### src/rtl/u2f_pkg.sv
// ----------------------------------------------------------------------------
// u2f_pkg: shared definitions for the UTF-8 to Fibonacci code transcoder.
// Holds the status codes, the Fibonacci term table, the widths of the
// serial encoder and the control structs between the top level and the packer.
// ----------------------------------------------------------------------------
package u2f_pkg;

	// Status codes reported in the error_code field.
	localparam logic [2:0] ERR_NONE  = 3'd0;
	localparam logic [2:0] ERR_LEAD  = 3'd1;
	localparam logic [2:0] ERR_CONT  = 3'd2;
	localparam logic [2:0] ERR_TRUNC = 3'd3;
	localparam logic [2:0] ERR_RANGE = 3'd4;

	// Code point limits and encoder geometry.
	localparam int unsigned VAL_W     = 21;
	localparam logic [VAL_W-1:0] MAX_CP = 21'h10FFFF;
	localparam int unsigned NUM_TERMS = 29;
	localparam int unsigned TERM_W    = 20;
	localparam int unsigned IDX_W     = 5;
	// Code word: one bit per term plus the terminating one.
	localparam int unsigned CODE_W    = NUM_TERMS + 1;
	localparam int unsigned LEN_W     = 5;
	localparam int unsigned BYTE_BITS = 8;

	// Command from the sequencer to the byte packer.
	typedef struct packed {
		logic       push;
		logic       bit_val;
		logic       byte_last;
		logic       flush;
		logic       status;
		logic [2:0] err;
	} pk_cmd_t;

	// Status returned by the byte packer.
	typedef struct packed {
		logic bit_ok;
		logic out_free;
		logic has_bits;
	} pk_stat_t;

	// Fibonacci terms 1, 2, 3, 5, ... used by the greedy Zeckendorf search.
	function automatic logic [TERM_W-1:0] fib_term(input logic [IDX_W-1:0] idx);
		logic [TERM_W-1:0] t;
		case (idx)
			5'd0:  t = 20'd1;
			5'd1:  t = 20'd2;
			5'd2:  t = 20'd3;
			5'd3:  t = 20'd5;
			5'd4:  t = 20'd8;
			5'd5:  t = 20'd13;
			5'd6:  t = 20'd21;
			5'd7:  t = 20'd34;
			5'd8:  t = 20'd55;
			5'd9:  t = 20'd89;
			5'd10: t = 20'd144;
			5'd11: t = 20'd233;
			5'd12: t = 20'd377;
			5'd13: t = 20'd610;
			5'd14: t = 20'd987;
			5'd15: t = 20'd1597;
			5'd16: t = 20'd2584;
			5'd17: t = 20'd4181;
			5'd18: t = 20'd6765;
			5'd19: t = 20'd10946;
			5'd20: t = 20'd17711;
			5'd21: t = 20'd28657;
			5'd22: t = 20'd46368;
			5'd23: t = 20'd75025;
			5'd24: t = 20'd121393;
			5'd25: t = 20'd196418;
			5'd26: t = 20'd317811;
			5'd27: t = 20'd514229;
			5'd28: t = 20'd832040;
			default: t = '0;
		endcase
		return t;
	endfunction

endpackage

### src/rtl/u2f_zeck.sv
// ----------------------------------------------------------------------------
// u2f_zeck: serial Zeckendorf encoder.
// Runs the greedy term search one Fibonacci term per cycle, from the highest
// term down, then shifts the code out, lowest first, one bit a cycle on pop.
// ----------------------------------------------------------------------------
module u2f_zeck (
	input  logic                            clk,
	input  logic                            arst_n,
	input  logic                            start,
	input  logic [u2f_pkg::VAL_W-1:0]       n_in,
	input  logic                            pop,
	output logic                            busy,
	output logic                            bit_valid,
	output logic                            bit_out,
	output logic [u2f_pkg::LEN_W-1:0]       bits_left
);

	typedef enum logic [1:0] {ZK_IDLE, ZK_CALC, ZK_SHIFT} zk_state_t;

	zk_state_t                        state_q;
	logic [u2f_pkg::VAL_W-1:0]        rem_q;
	logic [u2f_pkg::IDX_W-1:0]        idx_q;
	logic [u2f_pkg::IDX_W-1:0]        top_q;
	logic                             seen_q;
	logic [u2f_pkg::CODE_W-1:0]       code_q;
	logic [u2f_pkg::LEN_W-1:0]        len_q;

	logic [u2f_pkg::VAL_W-1:0]        term;
	logic                             take;
	logic [u2f_pkg::IDX_W-1:0]        top_n;
	logic [u2f_pkg::CODE_W-1:0]       code_set;

	// One compare and subtract against the current term.
	always_comb begin
		term     = {1'b0, u2f_pkg::fib_term(idx_q)};
		take     = (rem_q >= term);
		top_n    = (take && !seen_q) ? idx_q : top_q;
		code_set = code_q | (take ? (u2f_pkg::CODE_W'(1) << idx_q) : '0);
	end

	// Search sequencer and output shift register.
	always_ff @(posedge clk or negedge arst_n) begin
		if (!arst_n) begin
			state_q <= ZK_IDLE;
			rem_q   <= '0;
			idx_q   <= '0;
			top_q   <= '0;
			seen_q  <= 1'b0;
			code_q  <= '0;
			len_q   <= '0;
		end else begin
			case (state_q)
				ZK_IDLE: begin
					if (start) begin
						rem_q   <= n_in;
						idx_q   <= u2f_pkg::IDX_W'(u2f_pkg::NUM_TERMS - 1);
						top_q   <= '0;
						seen_q  <= 1'b0;
						code_q  <= '0;
						state_q <= ZK_CALC;
					end
				end
				ZK_CALC: begin
					if (take) begin
						rem_q <= rem_q - term;
					end
					seen_q <= seen_q | take;
					top_q  <= top_n;
					if (idx_q == '0) begin
						// Append the terminating one just above the highest term.
						code_q  <= code_set |
							(u2f_pkg::CODE_W'(1) << u2f_pkg::IDX_W'(top_n + 5'd1));
						len_q   <= u2f_pkg::LEN_W'(top_n + 5'd2);
						state_q <= ZK_SHIFT;
					end else begin
						code_q <= code_set;
						idx_q  <= idx_q - 5'd1;
					end
				end
				ZK_SHIFT: begin
					if (pop) begin
						code_q <= code_q >> 1;
						len_q  <= len_q - 5'd1;
						if (len_q == 5'd1) begin
							state_q <= ZK_IDLE;
						end
					end
				end
				default: begin
					state_q <= ZK_IDLE;
				end
			endcase
		end
	end

	assign busy      = (state_q != ZK_IDLE);
	assign bit_valid = (state_q == ZK_SHIFT);
	assign bit_out   = code_q[0];
	assign bits_left = len_q;

	// A new search starts only when the previous code word is fully shifted out.
	a_start_idle: assert property (@(posedge clk) disable iff (!arst_n)
		start |-> (state_q == ZK_IDLE))
		else $error("encoder started while busy");

	// The shift phase always has at least one bit left.
	a_len_nonzero: assert property (@(posedge clk) disable iff (!arst_n)
		(state_q == ZK_SHIFT) |-> (len_q != '0))
		else $error("shift phase with empty code word");

endmodule

### src/rtl/u2f_pack.sv
// ----------------------------------------------------------------------------
// u2f_pack: bit packer and output register.
// Gathers code bits LSB first into bytes, emits full bytes, flushes the
// padded partial byte and emits status beats through one output register.
// ----------------------------------------------------------------------------
module u2f_pack (
	input  logic              clk,
	input  logic              arst_n,
	input  u2f_pkg::pk_cmd_t  cmd,
	output u2f_pkg::pk_stat_t stat,
	output logic              out_valid,
	input  logic              out_stall,
	output logic [7:0]        out_byte,
	output logic              byte_valid,
	output logic [2:0]        error_code,
	output logic              last
);

	logic [u2f_pkg::BYTE_BITS-2:0] buf_q;
	logic [2:0]                    cnt_q;
	logic                          out_valid_q;
	logic [7:0]                    out_byte_q;
	logic                          byte_valid_q;
	logic [2:0]                    error_code_q;
	logic                          last_q;

	logic out_free;
	logic bit_ok;
	logic out_load;

	// The output register can load when empty or being taken this cycle.
	assign out_free = !out_valid_q || !out_stall;
	assign bit_ok   = (cnt_q != 3'd7) || out_free;

	// A new beat enters the output register this cycle.
	assign out_load = (cmd.push && bit_ok) ? (cnt_q == 3'd7)
	                                       : ((cmd.flush || cmd.status) && out_free);

	assign stat.bit_ok   = bit_ok;
	assign stat.out_free = out_free;
	assign stat.has_bits = (cnt_q != '0);

	// Bit buffer and output register.
	always_ff @(posedge clk or negedge arst_n) begin
		if (!arst_n) begin
			buf_q        <= '0;
			cnt_q        <= '0;
			out_valid_q  <= 1'b0;
			out_byte_q   <= '0;
			byte_valid_q <= 1'b0;
			error_code_q <= u2f_pkg::ERR_NONE;
			last_q       <= 1'b0;
		end else begin
			if (out_load) begin
				out_valid_q <= 1'b1;
			end else if (!out_stall) begin
				out_valid_q <= 1'b0;
			end
			if (cmd.push && bit_ok) begin
				if (cnt_q == 3'd7) begin
					out_byte_q   <= {cmd.bit_val, buf_q};
					byte_valid_q <= 1'b1;
					error_code_q <= u2f_pkg::ERR_NONE;
					last_q       <= cmd.byte_last;
					buf_q        <= '0;
					cnt_q        <= '0;
				end else begin
					buf_q[cnt_q] <= cmd.bit_val;
					cnt_q        <= cnt_q + 3'd1;
				end
			end else if (cmd.flush && out_free) begin
				out_byte_q   <= {1'b0, buf_q};
				byte_valid_q <= 1'b1;
				error_code_q <= u2f_pkg::ERR_NONE;
				last_q       <= 1'b0;
				buf_q        <= '0;
				cnt_q        <= '0;
			end else if (cmd.status && out_free) begin
				out_byte_q   <= '0;
				byte_valid_q <= 1'b0;
				error_code_q <= cmd.err;
				last_q       <= 1'b1;
			end
		end
	end

	assign out_valid  = out_valid_q;
	assign out_byte   = out_byte_q;
	assign byte_valid = byte_valid_q;
	assign error_code = error_code_q;
	assign last       = last_q;

	// A data beat never carries an error code.
	a_data_no_err: assert property (@(posedge clk) disable iff (!arst_n)
		(out_valid_q && byte_valid_q) |-> (error_code_q == u2f_pkg::ERR_NONE))
		else $error("data beat with error code");

endmodule

### src/rtl/utf8_to_fibonacci_encoder_top.sv
// ----------------------------------------------------------------------------
// utf8_to_fibonacci_encoder_top: UTF-8 to Fibonacci code transcoder.
// Input beats carry one UTF-8 byte or an end-of-stream marker. Each complete
// character is encoded as the Zeckendorf code of code point plus one, lowest
// term first, with a terminating one, and packed LSB first into output beats.
// Output beats carry a data byte (byte_valid = 1) or a status (byte_valid = 0)
// with error_code; last marks the final beat caused by one input beat.
// Per accepted input beat: a lead or continuation byte that does not complete
// a character only updates the character state. A completed character runs
// the greedy term search over all 29 terms in the serial encoder, then
// shifts its top+2 code bits (2 to 30) into the packer, one per cycle while
// the packer takes them, before the input is released. A byte that raises
// an error gives a status beat, an end marker a flush beat (if bits remain)
// and a status beat. Input stall is high while a beat is in work; one item
// is handled at a time.
// A stall on the output holds the output register; the packer then stops
// taking code bits once a full byte waits, and the encoder waits with it.
// Reset clears the character state, bit buffer, sticky error and output valid.
// ----------------------------------------------------------------------------
module utf8_to_fibonacci_encoder_top (
	input  logic       clk,
	input  logic       arst_n,
	input  logic       in_valid,
	output logic       in_stall,
	input  logic [7:0] data_byte,
	input  logic       end_of_stream,
	output logic       out_valid,
	input  logic       out_stall,
	output logic [7:0] out_byte,
	output logic       byte_valid,
	output logic [2:0] error_code,
	output logic       last
);

	typedef enum logic [1:0] {ST_IDLE, ST_ZECK, ST_FLUSH, ST_STATUS} st_t;

	st_t                           state_q;
	logic [u2f_pkg::VAL_W-1:0]     value_q;
	logic [1:0]                    pend_q;
	logic [2:0]                    err_q;
	logic [2:0]                    stat_err_q;
	logic                          eos_q;

	logic                          accept;
	logic                          cont_ok;
	logic [u2f_pkg::VAL_W-1:0]     value_cat;
	logic                          zk_start;
	logic [u2f_pkg::VAL_W-1:0]     zk_n;
	logic                          zk_busy;
	logic                          zk_bit_valid;
	logic                          zk_bit;
	logic [u2f_pkg::LEN_W-1:0]     zk_left;
	logic                          zk_pop;
	u2f_pkg::pk_cmd_t              pk_cmd;
	u2f_pkg::pk_stat_t             pk_stat;

	assign in_stall = (state_q != ST_IDLE);
	assign accept   = in_valid && !in_stall;

	// Character assembly and encoder start decision.
	always_comb begin
		cont_ok   = (data_byte[7:6] == 2'b10);
		value_cat = {value_q[u2f_pkg::VAL_W-7:0], data_byte[5:0]};
		zk_n      = (pend_q == 2'd0) ? (u2f_pkg::VAL_W'(data_byte) + 21'd1)
		                             : (value_cat + 21'd1);
		zk_start  = accept && !end_of_stream && (err_q == u2f_pkg::ERR_NONE) &&
			(((pend_q == 2'd0) && !data_byte[7]) ||
			 ((pend_q == 2'd1) && cont_ok && (value_cat <= u2f_pkg::MAX_CP)));
	end

	// Packer commands and encoder bit handoff.
	always_comb begin
		pk_cmd.push      = (state_q == ST_ZECK) && zk_bit_valid;
		pk_cmd.bit_val   = zk_bit;
		pk_cmd.byte_last = (zk_left <= 5'd8);
		pk_cmd.flush     = (state_q == ST_FLUSH) && pk_stat.has_bits;
		pk_cmd.status    = (state_q == ST_STATUS);
		pk_cmd.err       = stat_err_q;
		zk_pop           = pk_cmd.push && pk_stat.bit_ok;
	end

	// Sequencer: character state, sticky error and beat order.
	always_ff @(posedge clk or negedge arst_n) begin
		if (!arst_n) begin
			state_q    <= ST_IDLE;
			value_q    <= '0;
			pend_q     <= '0;
			err_q      <= u2f_pkg::ERR_NONE;
			stat_err_q <= u2f_pkg::ERR_NONE;
			eos_q      <= 1'b0;
		end else begin
			case (state_q)
				ST_IDLE: begin
					if (accept) begin
						if (end_of_stream) begin
							stat_err_q <= ((err_q == u2f_pkg::ERR_NONE) && (pend_q != 2'd0))
								? u2f_pkg::ERR_TRUNC : err_q;
							eos_q      <= 1'b1;
							state_q    <= ST_FLUSH;
						end else if (err_q != u2f_pkg::ERR_NONE) begin
							// Bytes after an error are dropped until the end marker.
							state_q <= ST_IDLE;
						end else if (pend_q == 2'd0) begin
							if (!data_byte[7]) begin
								state_q <= ST_ZECK;
							end else if (data_byte[7:5] == 3'b110) begin
								pend_q  <= 2'd1;
								value_q <= u2f_pkg::VAL_W'(data_byte[4:0]);
							end else if (data_byte[7:4] == 4'b1110) begin
								pend_q  <= 2'd2;
								value_q <= u2f_pkg::VAL_W'(data_byte[3:0]);
							end else if (data_byte[7:3] == 5'b11110) begin
								pend_q  <= 2'd3;
								value_q <= u2f_pkg::VAL_W'(data_byte[2:0]);
							end else begin
								err_q      <= u2f_pkg::ERR_LEAD;
								stat_err_q <= u2f_pkg::ERR_LEAD;
								eos_q      <= 1'b0;
								state_q    <= ST_STATUS;
							end
						end else if (!cont_ok) begin
							err_q      <= u2f_pkg::ERR_CONT;
							stat_err_q <= u2f_pkg::ERR_CONT;
							eos_q      <= 1'b0;
							pend_q     <= '0;
							value_q    <= '0;
							state_q    <= ST_STATUS;
						end else begin
							pend_q <= pend_q - 2'd1;
							if (pend_q == 2'd1) begin
								value_q <= '0;
								if (value_cat > u2f_pkg::MAX_CP) begin
									err_q      <= u2f_pkg::ERR_RANGE;
									stat_err_q <= u2f_pkg::ERR_RANGE;
									eos_q      <= 1'b0;
									state_q    <= ST_STATUS;
								end else begin
									state_q <= ST_ZECK;
								end
							end else begin
								value_q <= value_cat;
							end
						end
					end
				end
				ST_ZECK: begin
					if (!zk_busy) begin
						state_q <= ST_IDLE;
					end
				end
				ST_FLUSH: begin
					if (!pk_stat.has_bits || pk_stat.out_free) begin
						state_q <= ST_STATUS;
					end
				end
				ST_STATUS: begin
					if (pk_stat.out_free) begin
						if (eos_q) begin
							value_q <= '0;
							pend_q  <= '0;
							err_q   <= u2f_pkg::ERR_NONE;
							eos_q   <= 1'b0;
						end
						state_q <= ST_IDLE;
					end
				end
				default: begin
					state_q <= ST_IDLE;
				end
			endcase
		end
	end

	u2f_zeck u_zeck (
		.clk       (clk),
		.arst_n    (arst_n),
		.start     (zk_start),
		.n_in      (zk_n),
		.pop       (zk_pop),
		.busy      (zk_busy),
		.bit_valid (zk_bit_valid),
		.bit_out   (zk_bit),
		.bits_left (zk_left)
	);

	u2f_pack u_pack (
		.clk        (clk),
		.arst_n     (arst_n),
		.cmd        (pk_cmd),
		.stat       (pk_stat),
		.out_valid  (out_valid),
		.out_stall  (out_stall),
		.out_byte   (out_byte),
		.byte_valid (byte_valid),
		.error_code (error_code),
		.last       (last)
	);

	// No input beat is taken while the encoder still works on a character.
	a_no_accept_busy: assert property (@(posedge clk) disable iff (!arst_n)
		accept |-> !zk_busy)
		else $error("input beat accepted while encoder busy");

endmodule
### config.mk
export PLATFORM = sky130hd
export DESIGN_NAME = utf8_to_fibonacci_encoder_top
export DESIGN_NICKNAME = d
export VERILOG_FILES = /design/src/rtl/u2f_pkg.sv /design/src/rtl/u2f_zeck.sv /design/src/rtl/u2f_pack.sv /design/src/rtl/utf8_to_fibonacci_encoder_top.sv
export SDC_FILE = /design/constraint.sdc
export NUM_CORES = 1
export LEC_CHECK = 0
export ABC_AREA = 1
export BUFFER_PORTS_ARGS = -buffer_cell sky130_fd_sc_hd__clkbuf_2
export CORE_MARGIN = 4
export CORE_UTILIZATION = 40
export DETAILED_ROUTE_END_ITERATION = 16
export PLACE_DENSITY = 0.65
export SETUP_SLACK_MARGIN = 0.3
export SLEW_MARGIN = 25
export SYNTH_ARGS = -nofsm -noshare
export SYNTH_HDL_FRONTEND = slang
export SYNTH_SLANG_ARGS = --single-unit
export TNS_END_PERCENT = 1
### constraint.sdc
create_clock -name clk -period 8 [get_ports clk]
set_input_delay 1.6 -clock clk [delete_from_list [all_inputs] [get_ports clk]]
set_output_delay 1.6 -clock clk [all_outputs]
set_load 0.01 [all_outputs]
# Yosys cells after proc, flatten, opt, wreduce, memory -nomap -nowiden
# Memories as Yosys holds them, arrays and structs flattened.
# Index checks and enable logic that the tools add are counted.
[word_totals]
ff_bits = 119
mem_bits_ro = 640
inputBits = 13
out_inout_bits = 15
word_cells = 272
mem_count = 1
[mem_list]
columns = ["name", "depth", "word_bits", "rd", "rd_clocked_by_memory_dff", "write_ports", "line", "text"]
rows = [
  ["(no name shown)", 32, 20, 1, 0, 0, "u2f_pkg.sv:46", "case (idx)"],
]
[op_classes]
n_addsub = 9
n_lt_le_gt_ge = 6
eq_ne = 53
n_shift = 2
muxes = 122
bitwise_logic = 3
reduce_logical = 56
[op_table]
columns = ["op", "n"]
rows = [
  ["15-bit two-way mux", 12],
  ["30-bit two-way mux", 4],
  ["30-bit one-hot mux with 3 select lines", 1],
  ["3-bit two-way mux", 22],
  ["21-bit two-way mux", 3],
  ["30-bit OR", 2],
  ["1-bit by 5-bit << shifter with 30-bit output (first input constant)", 2],
  ["2-bit two-way mux", 29],
  ["21-bit one-hot mux with 2 select lines", 1],
  ["8-bit two-way mux", 4],
  ["5-bit two-way mux", 6],
  ["3-bit != test (second input constant)", 10],
  ["15-bit one-hot mux with 2 select lines", 1],
  ["5-bit one-hot mux with 2 select lines", 3],
  ["1-bit two-way mux", 25],
  ["4-bit != test (second input constant)", 6],
  ["6-bit != test (second input constant)", 4],
  ["21-bit by 1-bit adder with 21-bit output (second input constant)", 1],
  ["21-bit by 20-bit >= comparator with 1-bit output", 1],
  ["21-bit greater-than comparator (second input constant)", 1],
  ["21-bit <= comparator (second input constant)", 1],
  ["7-bit two-way mux", 3],
  ["21-bit by 20-bit subtractor with 21-bit output", 1],
  ["1-bit logical AND", 16],
  ["41 further kinds", 92],
]

# Logic depth before layout (Yosys ltp)
[logic_depth]
word_depth = 10
depth_mapped = 32
depth_no_buf = 32

# By module
# A second synthesis with hierarchy kept.
[unflattened]
hier_cells = 1385
hier_area_um2 = 9315.2
[modules_own_cells]
columns = ["mod", "instances", "cells_per_inst", "area_per_inst_um2", "seq_area_each_um2"]
rows = [
  ["u2f_zeck", 1, 919, 5944.5, 1726.7],
  ["utf8_to_fibonacci_encoder_top", 1, 310, 2122.0, 650.6],
  ["u2f_pack", 1, 156, 1248.7, 600.6],
]

# Worst setup path before layout
# OpenSTA, ideal clock, no wires.
[synth_timing]
kind = "flip-flop to flip-flop"
start = "register u_zeck.idx_q[0] (netlist name)"
end = "register u_zeck.code_q[5] (netlist name)"
setup_ns = 0.117
arrival_time_ns = 3.816
t_required_ns = 7.883
setup_slack_ns = 4.067
stages_incl_launch_ff = 32
path_buffers = 1
period_less_slack_ns = 3.933
path_cell_list = "dfrtp_1 clkbuf_1 inv_1 ha_1 or2_2 a31oi_1 nor2_1 a31oi_1 ha_1 nand2_1 nor2_1 nand2_1 nand3_2 nand2_2 nand2_4 nand2_4 nand2_8 nand2_8 nand2_4 nand2_4 clkinv_1 ha_1 nand3_1 nand2_1 nand2_1 nor2_1 nand3_1 nand2_1 nand2_1 nand2_1 nand2_1 nand2_1"
[synth_via]
elab_chain_len = 9
word_cells_on_any_way = 13
cone_classes = "add/sub (1); order compare (1); shift (2); mux (4); bitwise (2); reduce/logical (2); memory (1)"
[synth_rtl]
columns = ["element", "line", "text"]
rows = [
  ["start: declaration", "u2f_zeck.sv:22", "logic [u2f_pkg::IDX_W-1:0] idx_q;"],
  ["start signal: assignment", "u2f_zeck.sv:56", "idx_q <= u2f_pkg::IDX_W'(u2f_pkg::NUM_TERMS - 1);"],
  ["start signal: assignment", "u2f_zeck.sv:77", "idx_q <= idx_q - 5'd1;"],
  ["memory 32 x 20 bit", "--", ""],
  ["21-bit by 20-bit >= comparator with 1-bit output", "u2f_zeck.sv:36", "take = (rem_q >= term);"],
  ["1-bit logical AND", "u2f_zeck.sv:37", "top_n = (take && !seen_q) ? idx_q : top_q;"],
  ["5-bit two-way mux", "u2f_zeck.sv:37", ""],
  ["5-bit by 1-bit adder with 5-bit output", "u2f_zeck.sv:72", "(u2f_pkg::CODE_W'(1) << u2f_pkg::IDX_W'(top_n + 5'd1));"],
  ["1-bit by 5-bit << shifter with 30-bit output", "u2f_zeck.sv:72", ""],
  ["30-bit OR", "u2f_zeck.sv:71", "code_q <= code_set |"],
  ["30-bit two-way mux (*)", "u2f_zeck.sv:69", "if (idx_q == '0) begin"],
  ["30-bit one-hot mux with 3 select lines (*)", "u2f_zeck.sv:52", "case (state_q)"],
  ["end signal: assignment", "u2f_zeck.sv:71", ""],
  ["end signal: assignment", "u2f_zeck.sv:76", "code_q <= code_set;"],
  ["end signal: assignment", "u2f_zeck.sv:82", "code_q <= code_q >> 1;"],
  ["end: declaration", "u2f_zeck.sv:25", "logic [u2f_pkg::CODE_W-1:0] code_q;"],
]
# Every way passes the cells marked *; elsewhere a longest branch is shown, timed or not.
# A chain may end at the register's enable or synchronous reset.

# Worst setup path in the final report
[layout_timing]
start = "register u_zeck.idx_q[3] (netlist name)"
end = "register u_zeck.code_q[10] (netlist name)"
# The elaborated chain is that of the path after synthesis.

==> impl_results.md <==
- Vias: 8,593
- First-pass GRT wire length: 42.1 mm
- Worst IR Drop VDD: 0.000265 V
- Final Util: 45.0%
- Power density cells: 444 mW/mm²
- Setup_tns: 0 ns
- M2 GR Usage: 32.9%
- CORE AREA: 0.0219 mm²
- Total CTS buffers: 17
- Most frequent cells in the layout: 408 x nand2_1, 119 x dfrtp_1, 109 x inv_1
- Cells after synthesis: 1,299
- Clk_skew: 0.0144 ns
- GR Overflow Total: 0
- CTS tree: done
- Most common cell after layout, fill and taps aside: nand2_1
- Setup bufs post-CTS: 0
- Final HPWL DP: 17.7 mm
- Worst EP arrival: 5.90 ns
- Routing usage on met3: 3.69%
- Final GP Congestion: 0.924
- Outcome: completed
- Vias in the first global route: 8,295
- Max-cap viol count: 0
- Iteration-0 DRC Markers: 666
- Max Slew Vio Count: 0
- Max transition margin: 36.5%
- Synth-to-layout area growth: 9.88%
- Worst-path fanout max: 36
- Port Buffers: 27
- Max Freq: 0.179 GHz
- DRT Wirelength: 24.7 mm
- Clk sinks: 119
- Crit start category: register
- Hold_ws: 0.474 ns
- Worst-margin pin slew: 0.952 ns
- Initial antenna violation count: 0
- Drt first pass iters: 5
- Pre-CTS setup slack: 2.60 ns
- Register area share after synthesis: 33.2%
- Mean post-synth cell area: 6.89 µm²
- Num rows: 54
- Hold Buf Count CTS: 0
- Avg WL per Cell: 15.5 µm
- CTS H-tree depth: 4
- Top_reg_cell synth: dfrtp_1
- ANT cells: 0
- Crit path capture type: register
- FF+latch count, synth: 119
- Met1 Resource Use GR: 29.2%
- Critical Path RT: 8.32 ns
- Layout cell share with drive strength beyond 1: 8.85%
- Clock Path Buffers: 2
- Root buffer cell: clkbuf_16
- Routed Antenna Nets: 0
- Largest net degree at the start of global routing: 71
- Async set or reset register ratio after synthesis: 100%
- Syn nets: 1,360
- Post-synth EDFFs: 0
- DRC violations left: 0
- Ports: 28
- Final WS setup: 2.42 ns
- Resized cells post-CTS: 0
- Worst-path clk slew: 0.06 ns
- Setup CP Type: register to register
- Horiz. Die Dim: 158 µm
- Mapped cell area: 0.00896 mm²
- Period utilisation layout: 69.8%
- Die Y: 158 µm
- Via/cell ratio: 5.40
- Total GRT Usage: 20.8%
- GR peak layer: met2
- Final setup vio count: 0
- Final nets: 1,359
- Skew-Pair Late Insertion Delay: 0.44 ns
- Hold crit path type: register to register
- Initial cell density of the core: 40.9%
- Yosys cell types: 59
- Synth warn: 0
- Tmin final: 5.58 ns
- Final Hold Fails: 0
- Full die area: 0.0248 mm²
- P_leak: 4.89 nW
- Final Power: 4.37 mW
- RSZ-0062 raised after global routing: no
## power by group
part | internal, mW | leakage, nW | switching [mW]
sequential | 0.791 | 1.55 | 0.169
combinational | 0.829 | 3.04 | 1.80
clock | 0.466 | 0.292 | 0.322
## worst max-delay path, cell delays in order (launching register included)
cell and delay, ns:
dfrtp_1 0.90, clkinv_1 0.73, nor2_1 0.62, a32o_1 0.25
a31oi_1 0.05, ha_1 0.39, nand2_1 0.09, nor2_1 0.11
nand2_1 0.07, nand3_2 0.11, nand2_2 0.08, nand2_4 0.10
nand2_4 0.07, nand2_8 0.20, nand3_1 0.16, nand2_4 0.15
clkinv_1 0.15, ha_1 0.27, nand3_1 0.12, nand2_1 0.06
nand2_1 0.27, nor2_1 0.10, nand3_1 0.09, nand2_1 0.05
nand2_1 0.06, nand2_1 0.05, nand2_1 0.05, nand2_1 0.05
## area by class of cell
cell class	count	area, µm²
inverter	119	447
timing repair buffer	33	183
multi-input combinational	1008	5290
clock inverter	15	170
tap	280	350
fill	2257	12100
sequential	119	2980
clock buffer	17	425
## stage by stage
stage,cell area (µm²),instances
2_1_floorplan,8960,1299
3_3_place_gp,9250,1559
3_5_place_dp,9250,1559
4_1_cts,9840,1591
5_1_grt,9840,1591
6_report,9840,1591
## synth_stat cells, types with 3 or more instances
master	instances	area, µm²
inv_2	6	22.5
o22ai_1	10	62.6
nand2_1	408	1530
a21o_1	3	22.5
nor4_1	3	18.8
nand4_1	21	131
o31ai_1	3	22.5
a21oi_1	74	370
nand2_2	11	68.8
clkinv_1	4	15.0
a32oi_1	5	43.8
o21ai_1	3	15.0
buf_4	4	30.0
xnor2_1	3	26.3
o211ai_1	3	22.5
o21ai_0	80	400
o21bai_1	4	30.0
clkbuf_1	33	124
nand3_2	5	50.1
dfrtp_1	119	2980
nand2_4	8	90.1
nor2_1	102	383
ha_1	47	588
nand3_1	83	415
a22oi_1	5	37.5
nor3_1	28	140
a22o_1	7	61.3
buf_6	3	33.8
or2_2	4	25.0
inv_1	109	409
xor2_1	12	105
a31oi_1	43	269
buf_2	12	60.1
## path summary, 6_finish.rpt
| check | from | end | slack, ns | cells past startpoint |
|---|---|---|---|---|
| worst max-delay path | u_zeck.idx_q[3] | u_zeck.code_q[10] | 2.42 | 27 |
| worst min-delay path | u_pack.error_code[0] | u_pack.error_code[0] | 0.47 | 2 |
| max in group asynchronous | arst_n | u_zeck.rem_q[15] | 5.46 | 2 |
| worst min register to register | u_pack.error_code[0] | u_pack.error_code[0] | 0.47 | 2 |
| worst max register to register | u_zeck.idx_q[3] | u_zeck.code_q[10] | 2.42 | 27 |
| min in group asynchronous | arst_n | u_pack.out_byte[5] | 1.20 | 1 |
## sequential cells by signal (all words and copies together), names as in the netlist
signal             count
u_pack.cnt_q           3
u_zeck.seen_q          1
u_pack.out_valid       1
u_zeck.rem_q          21
u_pack.last            1
u_pack.error_code      3
state_q                2
u_pack.byte_valid      1
value_q               15
u_zeck.state_q         2
err_q                  3
u_zeck.bits_left       5
u_zeck.code_q         30
u_pack.buf_q           7
u_zeck.idx_q           5
u_zeck.top_q           5
u_pack.out_byte        8
eos_q                  1
stat_err_q             3
pend_q                 2
## routing by layer
metal | part of all wire, % | up-vias
met2 | 45 | 224
met5 | 0 | -
met1 | 48 | 3985
li1 | - | 4358
met4 | 1.6 | 0
met3 | 5.5 | 26
## logic make-up (layout without fill, tap and decap cells)
logic type / count (synthesis) / in the layout / synth area share, %
buf+inv: 172 / 184 / 7.80
xor+xnor: 15 / 15 / 1.47
simple gates: 686 / 686 / 33.7
fa+ha+maj: 48 / 48 / 6.79
flops: 119 / 119 / 33.2
compound gates: 259 / 259 / 17.0
No activity file was read; power rests on OpenSTA's default activity.
